[src/rtl/scld_pkg.sv]
// ----------------------------------------------------------------------------
// scld_pkg: shared types and constants for the serial command line decoder
// Line state record, result record, command codes and keyword tables.
// ----------------------------------------------------------------------------
package scld_pkg;

    localparam logic [7:0] BYTE_LF    = 8'h0A;
    localparam logic [7:0] BYTE_CR    = 8'h0D;
    localparam logic [7:0] BYTE_TAB   = 8'h09;
    localparam logic [7:0] BYTE_SPACE = 8'h20;
    localparam logic [7:0] BYTE_PLUS  = 8'h2B;
    localparam logic [7:0] BYTE_MINUS = 8'h2D;
    localparam logic [7:0] BYTE_ZERO  = 8'h30;
    localparam logic [7:0] BYTE_NINE  = 8'h39;

    localparam int KW_COUNT = 3;
    localparam logic [6:0] VOLUME_MAX = 7'd100;
    localparam logic [6:0] VALUE_SAT  = 7'd127;
    localparam logic [3:0] POS_SAT    = 4'd15;

    typedef enum logic [2:0] {
        CMD_TOGGLE     = 3'd0,
        CMD_NEXT       = 3'd1,
        CMD_PREV       = 3'd2,
        CMD_VOLUME     = 3'd3,
        CMD_INVALID    = 3'd4
    } t_cmd;

    // keyword text, padded to 16 places; lengths guard the padding
    localparam logic [7:0] KW_TEXT [KW_COUNT][16] = '{
        '{8'h70, 8'h6C, 8'h61, 8'h79, 8'h5F, 8'h70, 8'h61, 8'h75,
          8'h73, 8'h65, 8'h00, 8'h00, 8'h00, 8'h00, 8'h00, 8'h00},
        '{8'h6E, 8'h65, 8'h78, 8'h74, 8'h00, 8'h00, 8'h00, 8'h00,
          8'h00, 8'h00, 8'h00, 8'h00, 8'h00, 8'h00, 8'h00, 8'h00},
        '{8'h70, 8'h72, 8'h65, 8'h76, 8'h00, 8'h00, 8'h00, 8'h00,
          8'h00, 8'h00, 8'h00, 8'h00, 8'h00, 8'h00, 8'h00, 8'h00}
    };
    localparam logic [3:0] KW_LEN [KW_COUNT] = '{4'd10, 4'd4, 4'd4};

    typedef struct packed {
        logic       newline_pending;
        logic       content_seen;
        logic       space_after_content;
        logic       line_broken;
        logic [3:0] keyword_position;
        logic [2:0] keyword_candidates;
        logic       number_candidate;
        logic       sign_seen;
        logic       negative_sign;
        logic       digit_seen;
        logic [6:0] number_value;
    } t_line_state;

    localparam t_line_state LINE_RESET = '{
        newline_pending:     1'b0,
        content_seen:        1'b0,
        space_after_content: 1'b0,
        line_broken:         1'b0,
        keyword_position:    4'd0,
        keyword_candidates:  3'b111,
        number_candidate:    1'b1,
        sign_seen:           1'b0,
        negative_sign:       1'b0,
        digit_seen:          1'b0,
        number_value:        7'd0
    };

    typedef struct packed {
        logic       fire;
        t_cmd       command;
        logic [6:0] volume;
    } t_result;

endpackage

[src/rtl/scld_step.sv]
// ----------------------------------------------------------------------------
// scld_step: per-byte line state update
// Folds one byte into the line state and forms the result at a line end.
// ----------------------------------------------------------------------------
module scld_step (
    input  scld_pkg::t_line_state i_state,
    input  logic [7:0]            i_byte,
    output scld_pkg::t_line_state o_state,
    output scld_pkg::t_result     o_result
);

    logic        w_space;
    logic        w_digit;
    logic [10:0] w_value;
    logic [3:0]  w_pos;
    scld_pkg::t_line_state n_state;
    scld_pkg::t_result     w_result;

    assign w_space = (i_byte == scld_pkg::BYTE_SPACE) ||
                     (i_byte >= scld_pkg::BYTE_TAB && i_byte <= scld_pkg::BYTE_CR);
    assign w_digit = (i_byte >= scld_pkg::BYTE_ZERO) && (i_byte <= scld_pkg::BYTE_NINE);
    assign w_value = {4'd0, i_state.number_value} * 11'd10 + {7'd0, i_byte[3:0]};
    assign w_pos   = i_state.keyword_position;

    // end-of-line verdict from the current state
    always_comb begin
        w_result.fire    = 1'b1;
        w_result.command = scld_pkg::CMD_INVALID;
        w_result.volume  = 7'd0;
        if (i_state.content_seen && !i_state.line_broken) begin
            priority if (i_state.keyword_candidates[0] && w_pos == scld_pkg::KW_LEN[0]) begin
                w_result.command = scld_pkg::CMD_TOGGLE;
            end else if (i_state.keyword_candidates[1] && w_pos == scld_pkg::KW_LEN[1]) begin
                w_result.command = scld_pkg::CMD_NEXT;
            end else if (i_state.keyword_candidates[2] && w_pos == scld_pkg::KW_LEN[2]) begin
                w_result.command = scld_pkg::CMD_PREV;
            end else if (i_state.number_candidate && i_state.digit_seen &&
                         i_state.number_value <= scld_pkg::VOLUME_MAX &&
                         (!i_state.negative_sign || i_state.number_value == 7'd0)) begin
                w_result.command = scld_pkg::CMD_VOLUME;
                w_result.volume  = i_state.number_value;
            end else begin
                w_result.command = scld_pkg::CMD_INVALID;
            end
        end
    end

    always_comb begin
        n_state  = i_state;
        o_result = '{fire: 1'b0, command: scld_pkg::CMD_INVALID, volume: 7'd0};
        if (i_state.newline_pending && i_byte == scld_pkg::BYTE_CR) begin
            o_result = w_result;
            n_state  = scld_pkg::LINE_RESET;
        end else begin
            // a newline not followed by CR is plain whitespace
            if (i_state.newline_pending) begin
                n_state.newline_pending = 1'b0;
                if (n_state.content_seen) begin
                    n_state.space_after_content = 1'b1;
                end
            end
            if (i_byte == scld_pkg::BYTE_LF) begin
                n_state.newline_pending = 1'b1;
            end else if (w_space) begin
                if (n_state.content_seen) begin
                    n_state.space_after_content = 1'b1;
                end
            end else begin
                if (n_state.space_after_content) begin
                    n_state.line_broken = 1'b1;
                end
                n_state.content_seen = 1'b1;
                for (int k = 0; k < scld_pkg::KW_COUNT; k++) begin
                    if (w_pos >= scld_pkg::KW_LEN[k] ||
                        scld_pkg::KW_TEXT[k][w_pos] != i_byte) begin
                        n_state.keyword_candidates[k] = 1'b0;
                    end
                end
                priority if (w_pos == 4'd0 &&
                             (i_byte == scld_pkg::BYTE_PLUS ||
                              i_byte == scld_pkg::BYTE_MINUS)) begin
                    n_state.sign_seen     = 1'b1;
                    n_state.negative_sign = (i_byte == scld_pkg::BYTE_MINUS);
                end else if (w_digit) begin
                    n_state.digit_seen   = 1'b1;
                    n_state.number_value = (w_value > {4'd0, scld_pkg::VALUE_SAT}) ?
                                           scld_pkg::VALUE_SAT : w_value[6:0];
                end else begin
                    n_state.number_candidate = 1'b0;
                end
                if (w_pos < scld_pkg::POS_SAT) begin
                    n_state.keyword_position = w_pos + 4'd1;
                end
            end
        end
    end

    assign o_state = n_state;

endmodule

[src/rtl/serial_command_line_decoder_core.sv]
// ----------------------------------------------------------------------------
// serial_command_line_decoder_core: serial command line decoder
// Cuts a byte stream into LF-CR terminated lines and decodes each line.
// ----------------------------------------------------------------------------
// Path: a line-ending CR is accepted into the input register, then decoded into
//   the result register, whose valid flag drives o_valid.
// Throughput: one word per cycle unless a line end stalls; the state update is one pass of logic
//   between the input register and the line state / result registers.
// Stall: only a line-ending byte waits, and only while a held result is stalled.
// Reset: synchronous, active low; clears both registers' valid flags and the
//   line state.
// ----------------------------------------------------------------------------
module serial_command_line_decoder_core (
    input  logic       i_clk,
    input  logic       i_rst_n,
    // byte input channel
    input  logic       i_valid,
    output logic       o_stall,
    input  logic [7:0] i_rx_byte,
    // result channel
    output logic       o_valid,
    input  logic       i_stall,
    output logic [2:0] o_command,
    output logic [6:0] o_volume
);

    // input register
    logic       r_in_valid;
    logic [7:0] r_in_byte;

    // line state, held between words
    scld_pkg::t_line_state r_state;
    scld_pkg::t_line_state w_next_state;
    scld_pkg::t_result     w_result;

    // result register
    logic          r_out_valid;
    scld_pkg::t_cmd r_command;
    logic [6:0]    r_volume;

    logic w_advance;
    logic w_in_take;
    logic w_out_take;

    scld_step u_step (
        .i_state  (r_state),
        .i_byte   (r_in_byte),
        .o_state  (w_next_state),
        .o_result (w_result)
    );

    // A word that ends a line needs a free result slot; every other word
    // passes straight through the state update.
    assign w_out_take = r_out_valid && !i_stall;
    assign w_advance  = !(w_result.fire && r_out_valid && i_stall);
    assign o_stall    = r_in_valid && !w_advance;
    assign w_in_take  = i_valid && !o_stall;

    always_ff @(posedge i_clk) begin
        if (!i_rst_n) begin
            r_in_valid  <= 1'b0;
            r_out_valid <= 1'b0;
            r_state     <= scld_pkg::LINE_RESET;
        end else begin
            if (!r_in_valid || w_advance) begin
                r_in_valid <= w_in_take;
            end
            if (r_in_valid && w_advance) begin
                r_state <= w_next_state;
            end
            if (r_in_valid && w_advance && w_result.fire) begin
                r_out_valid <= 1'b1;
            end else if (w_out_take) begin
                r_out_valid <= 1'b0;
            end
        end
    end

    // payload registers, no reset
    always_ff @(posedge i_clk) begin
        if (w_in_take) begin
            r_in_byte <= i_rx_byte;
        end
        if (r_in_valid && w_advance && w_result.fire) begin
            r_command <= w_result.command;
            r_volume  <= w_result.volume;
        end
    end

    assign o_valid   = r_out_valid;
    assign o_command = r_command;
    assign o_volume  = r_volume;

    // a stall toward the sender only comes from a held, stalled result
    a_stall_cause: assert property (@(posedge i_clk) disable iff (!i_rst_n)
        o_stall |-> (r_in_valid && r_out_valid && i_stall))
        else $error("input stalled without a blocked result");

    // volume is zero unless a volume command is shown, and never above max
    a_volume_range: assert property (@(posedge i_clk) disable iff (!i_rst_n)
        r_out_valid |-> ((r_command == scld_pkg::CMD_VOLUME) ?
                         (r_volume <= scld_pkg::VOLUME_MAX) : (r_volume == 7'd0)))
        else $error("volume out of range for command");

    // content count and content flag move together
    a_content_pos: assert property (@(posedge i_clk) disable iff (!i_rst_n)
        r_state.content_seen == (r_state.keyword_position != 4'd0))
        else $error("content flag and keyword position disagree");

    // a broken line has had content
    a_broken_content: assert property (@(posedge i_clk) disable iff (!i_rst_n)
        r_state.line_broken |-> r_state.content_seen)
        else $error("line broken without content");

    // a line-ending word leaves the line state at its reset value
    a_line_clear: assert property (@(posedge i_clk) disable iff (!i_rst_n)
        (r_in_valid && w_advance && w_result.fire) |=> (r_state == scld_pkg::LINE_RESET))
        else $error("line state not cleared after line end");

endmodule
[config.mk]
export PLATFORM = sky130hd
export DESIGN_NAME = serial_command_line_decoder_core
export DESIGN_NICKNAME = d
export VERILOG_FILES = /design/src/rtl/scld_pkg.sv /design/src/rtl/scld_step.sv /design/src/rtl/serial_command_line_decoder_core.sv
export SDC_FILE = /design/constraint.sdc
export NUM_CORES = 1
export LEC_CHECK = 0
export ABC_AREA = 1
export BUFFER_PORTS_ARGS = -buffer_cell sky130_fd_sc_hd__buf_2
export CAP_MARGIN = 25
export CELL_PAD_IN_SITES_DETAIL_PLACEMENT = 1
export CELL_PAD_IN_SITES_GLOBAL_PLACEMENT = 1
export CORE_UTILIZATION = 25
export DETAILED_ROUTE_END_ITERATION = 8
export PLACE_DENSITY_LB_ADDON = 0.25
export SLEW_MARGIN = 20
export SYNTH_ARGS = -nofsm -noshare
export SYNTH_HDL_FRONTEND = slang
export SYNTH_HIERARCHICAL = 1
export SYNTH_SLANG_ARGS = --single-unit
[constraint.sdc]
create_clock -name i_clk -period 2.6 [get_ports i_clk]
set_input_delay 0.13 -clock i_clk [delete_from_list [all_inputs] [get_ports i_clk]]
set_output_delay 0.13 -clock i_clk [all_outputs]
set_load 0.05 [all_outputs]
# After elaboration in Yosys (flattened, before gate mapping)
# Memory sizes are Yosys's and may differ from the RTL's.
# Index checks and enable logic that the tools add are counted.
[classes]
add_sub_neg = 2
n_reduce_logical = 54
n_eq_ne = 14
bitwise_logic = 4
mul = 1
muxes = 39
n_lt_le_gt_ge = 10
[op_table]
columns = ["cell", "n"]
rows = [
  ["8-bit 2-to-1 mux", 8],
  ["7-bit 2-to-1 mux", 5],
  ["8-bit by 6-bit equality test with 1-bit output (second input constant)", 3],
  ["8-bit != test", 3],
  ["4-bit AND reduction", 6],
  ["22-bit 2-to-1 mux", 1],
  ["21-bit 2-to-1 mux", 1],
  ["19-bit 2-to-1 mux", 1],
  ["1-bit logical AND", 18],
  ["8-bit by 4-bit equality test with 1-bit output (second input constant)", 2],
  ["2-bit nonzero test", 8],
  ["1-bit 2-to-1 mux", 15],
  ["3-bit 2-to-1 mux", 4],
  ["11-bit by 4-bit adder with 11-bit output", 1],
  ["11-bit by 7-bit > comparator with 1-bit output (second input constant)", 1],
  ["11-bit 2-to-1 mux", 1],
  ["7-bit by 3-bit multiplier with 10-bit output (second input constant)", 1],
  ["10-bit 2-to-1 mux", 1],
  ["5-bit AND reduction", 2],
  ["8-bit by 4-bit greater-or-equal comparator with 1-bit output (second input constant)", 1],
  ["8-bit by 6-bit greater-or-equal comparator with 1-bit output (second input constant)", 1],
  ["8-bit by 4-bit less-or-equal comparator with 1-bit output (second input constant)", 1],
  ["8-bit by 6-bit less-or-equal comparator with 1-bit output (second input constant)", 1],
  ["7-bit less-or-equal comparator (second input constant)", 1],
  ["22 further kinds", 37],
]
[totals]
out_inout_bits = 12
memories = 3
ff_bits = 41
mem_bits_ro = 384
wordCells = 146
input_bits = 12
[memory_table]
columns = ["name", "words", "word_bits", "read_ports", "rd_clocked_by_memory_dff", "wr", "line", "rtl"]
rows = [
  ["(name not given)", 16, 8, 1, 0, 0, "scld_step.sv:75", "scld_pkg::KW_TEXT[k][w_pos] != i_byte) begin"],
  ["(name not given)", 16, 8, 1, 0, 0, "scld_step.sv:75", ""],
  ["(name not given)", 16, 8, 1, 0, 0, "scld_step.sv:75", ""],
]

# Depth between registers and ports, before layout
[depth]
word_depth = 15
ltp_mapped = 17
mapped_depth_nobuf = 17

# Hierarchy
# Netlist, hierarchy kept.
[modules_own_cells]
columns = ["module", "cells_each", "instances", "area_per_inst_um2", "seq_area_each_um2"]
rows = [
  ["scld_step", 292, 1, 1642.8, 0.0],
  ["serial_command_line_decoder_core", 170, 1, 1609.0, 1021.0],
]

# Worst setup path after synthesis
# OpenSTA, ideal clock, no wires.
[synth_timing]
path_type = "register to register"
startpoint = "register r_state[1] (netlist name)"
endpoint = "register r_state[5] (netlist name)"
n_path_buf = 0
synth_period_minus_slack_ns = 2.440
stages_incl_launch_ff = 18
path_slack_ns = 0.160
arrival_ns = 2.325
setup_time_ns = 0.115
path_cell_list = "dfxtp_1 ha_1 ha_1 fa_1 nand2_1 inv_1 nor2_1 nand3_1 nand3_1 nand2_1 nor2_2 nand3_2 o21bai_1 inv_1 inv_1 nand3_1 nand2_1 nor2_1"
[synth_rtl]
columns = ["item", "line", "rtl"]
rows = [
  ["from (decl)", "serial_command_line_decoder_core.sv:32", "scld_pkg::t_line_state r_state;"],
  ["from (signal assigned)", "serial_command_line_decoder_core.sv:63", "r_state <= scld_pkg::LINE_RESET;"],
  ["from (signal assigned)", "serial_command_line_decoder_core.sv:69", "r_state <= w_next_state;"],
]

==> results.sh <==
export IMPL_overflow=0
export IMPL_die_w_um=115
export IMPL_hp_class="in -> reg"
export IMPL_first_global_vias=3045
export IMPL_skew_ps=4.59
export IMPL_start_kind="flop"
export IMPL_viasPerCell=4.57
export IMPL_layout_commonest_cell="nand2_1"
export IMPL_initial_core_util_pct=26.1
export IMPL_cap_violations=0
export IMPL_wl_um=8920
export IMPL_max_freq_ghz=0.408
export IMPL_place_congestion=0.802
export IMPL_worstSetupPathType="reg -> reg"
export IMPL_dpl_worst_slack_ps=-56.1
export IMPL_io_pins=24
export IMPL_cts_htree_levels=2
export IMPL_multiInputGateArea_um2=1880
export IMPL_cts_root_buf="clkbuf_16"
export IMPL_period_share_pct=94.4
export IMPL_grt_antenna_before_repair=0
export IMPL_io_buffer_count=23
export IMPL_wl_per_cell_um=13.7
export IMPL_path_clk_slew_ps=60
export IMPL_hpwl_um=6910
export IMPL_p_sw_uw=546
export IMPL_synth_cells=454
export IMPL_slew_headroom_pct=46.3
export IMPL_cp_arrival_ps=2630
export IMPL_crit_family="simple AND/OR/NAND/NOR gates"
export IMPL_cpMaxStageDelayCell="fa_2"
export IMPL_path_cells="ha_4, ha_4, fa_2, nand2_2, inv_2, nor2_4, nand3_2, nand3_2, nand2_2, nor2_4, nand3_2, o21bai_1, inv_1, inv_1, nand3_1, nand2_1, nor2_1"
export IMPL_cp_common_cell="nand3_2"
export IMPL_power_density_nw_per_um2=514
export IMPL_netlist_area_um2=3200
export IMPL_cellLeakagePower_uw=0.00179
export IMPL_drc=0
export IMPL_finalPower_uw=1960
export IMPL_grt_pass1_wl_um=14800
export IMPL_seqPwrFrac_pct=37.9
export IMPL_tightestPinTransition_ps=802
export IMPL_grt_max_degree=41
export IMPL_antenna_cells=0
export IMPL_layout_common_cells="92 x nand2_1, 66 x inv_1, 48 x nor2_1, 42 x nand3_1, 30 x a21oi_1"
export IMPL_swShare_pct=27.9
export IMPL_worstSetupEndpointType="flop"
export IMPL_grt_usage_pct=14.2
export IMPL_crit_buf_inv=3
export IMPL_clkPwrFrac_pct=41.5
export IMPL_nFillCells=1555
export IMPL_fin_util_pct=31.1
export IMPL_clk_latency_ps=280
export IMPL_drive_gt1_share_pct=18.1
export IMPL_drt_iter0_drc=122
export IMPL_outcome="complete, no violations"
export IMPL_detail_route_antenna_nets=0
export IMPL_syn_avg_cell_area_um2=7.06
export IMPL_clockBufferDepth=2
export IMPL_cts_tree="built"
export IMPL_first_pass_iters=4
export IMPL_finalSetupViolCount=0
export IMPL_cts_buffers=5
export IMPL_ys_warn_count=6
export IMPL_dieArea_um2=13300
export IMPL_cts_sink_count=41
export IMPL_layout_area_seq_um2=1010
export IMPL_finalHoldViolCount=0
export IMPL_final_max_slew_viol_count=0
export IMPL_p_comb_share_pct=20.6
export IMPL_hold_buffers=0
export IMPL_ir_drop_mv=0.316
export IMPL_die_y_um=115
export IMPL_area_delta_synth_final_pct=18.9
export IMPL_slowest_delay_ps=390
export IMPL_worst_slack_ps=146
export IMPL_min_period_ps=2450
export IMPL_synthesis_nets=487
export IMPL_coreArea_um2=12300
export IMPL_p_int_uw=1410
export IMPL_via_count=2982
export IMPL_worst_path_max_fanout=4
export IMPL_nets=517
export IMPL_rows=40
export IMPL_cp_data_required_time_ps=2770
stage by stage:
| step | instances | area, um2 | TNS [ps] | hold WS (ps) |
|---|---|---|---|---|
| after floorplan | 454 | 3200 | 0 | 229 |
| after global placement | 643 | 3520 | 0 | 310 |
| after detailed placement | 643 | 3520 | -142 | 310 |
| after CTS | 651 | 3720 | 0 | 17.3 |
| after global routing | 653 | 3810 | -2.87 | 17.1 |
| final | 653 | 3810 | 0 | 21.4 |
cell type report:
| class | instances | share of cell area (%) |
|---|---|---|
| multi-input cells | 323 | 49.4 |
| flip-flops and latches | 41 | 26.4 |
| inverters | 72 | 7.13 |
| repair buffers | 41 | 6.57 |
| well taps | 168 | 5.52 |
| clock buffers | 5 | 3.28 |
| clock inverters | 3 | 1.71 |
flip-flops by register name, summed over array words and instances, names as in the netlist:
signal	cells
r_state	21
r_in_byte	8
o_volume	7
o_command	3
o_valid	1
r_in_valid	1
timing repair:
action / 4_1_cts / 5_1_grt
buffers inserted: 0 / 2
pin swaps: 0 / 12
endpoints found under the setup margin: 6 / 7
gates resized for setup: 3 / 20
worst register-to-register path, delay by kind of cell, from the launching register on:
family / cells / cell delay, ps
AO/OA/AOI/OAI: 1 / 170
adder cells (fa/ha/maj): 3 / 790
buffers and inverters: 3 / 150
flip-flops: 1 / 360
AND/OR/NAND/NOR: 10 / 860
path summary, 6_finish.rpt:
path / start / end / slack, ps / depth (start not counted)
hold reg to reg: r_state[19] / r_state[19] / 490 / 2
setup / recovery: r_state[3] / r_state[4] / 150 / 17
hold / removal: i_rx_byte[1] / r_in_byte[1] / 20 / 1
setup reg to reg: r_state[3] / r_state[4] / 150 / 17
layer usage:
layer	wire length (um)	global-route usage, %	up-vias
met5	0	0	-
met4	119	4.16	0
met3	130	1.74	8
met2	4560	26.2	20
met1	4110	17.1	1431
li1	-	-	1523
power by group through the flow:
stage               sequential [uW]  clock [uW]  combinational (uW)
finish                          741         812                 403
global route                    746         864                 457
CTS                             741         831                 394
detailed placement              755           0                 388
global placement                755           0                 379
floorplan                       746           0                 285
Power figures use the tool's default switching activity.
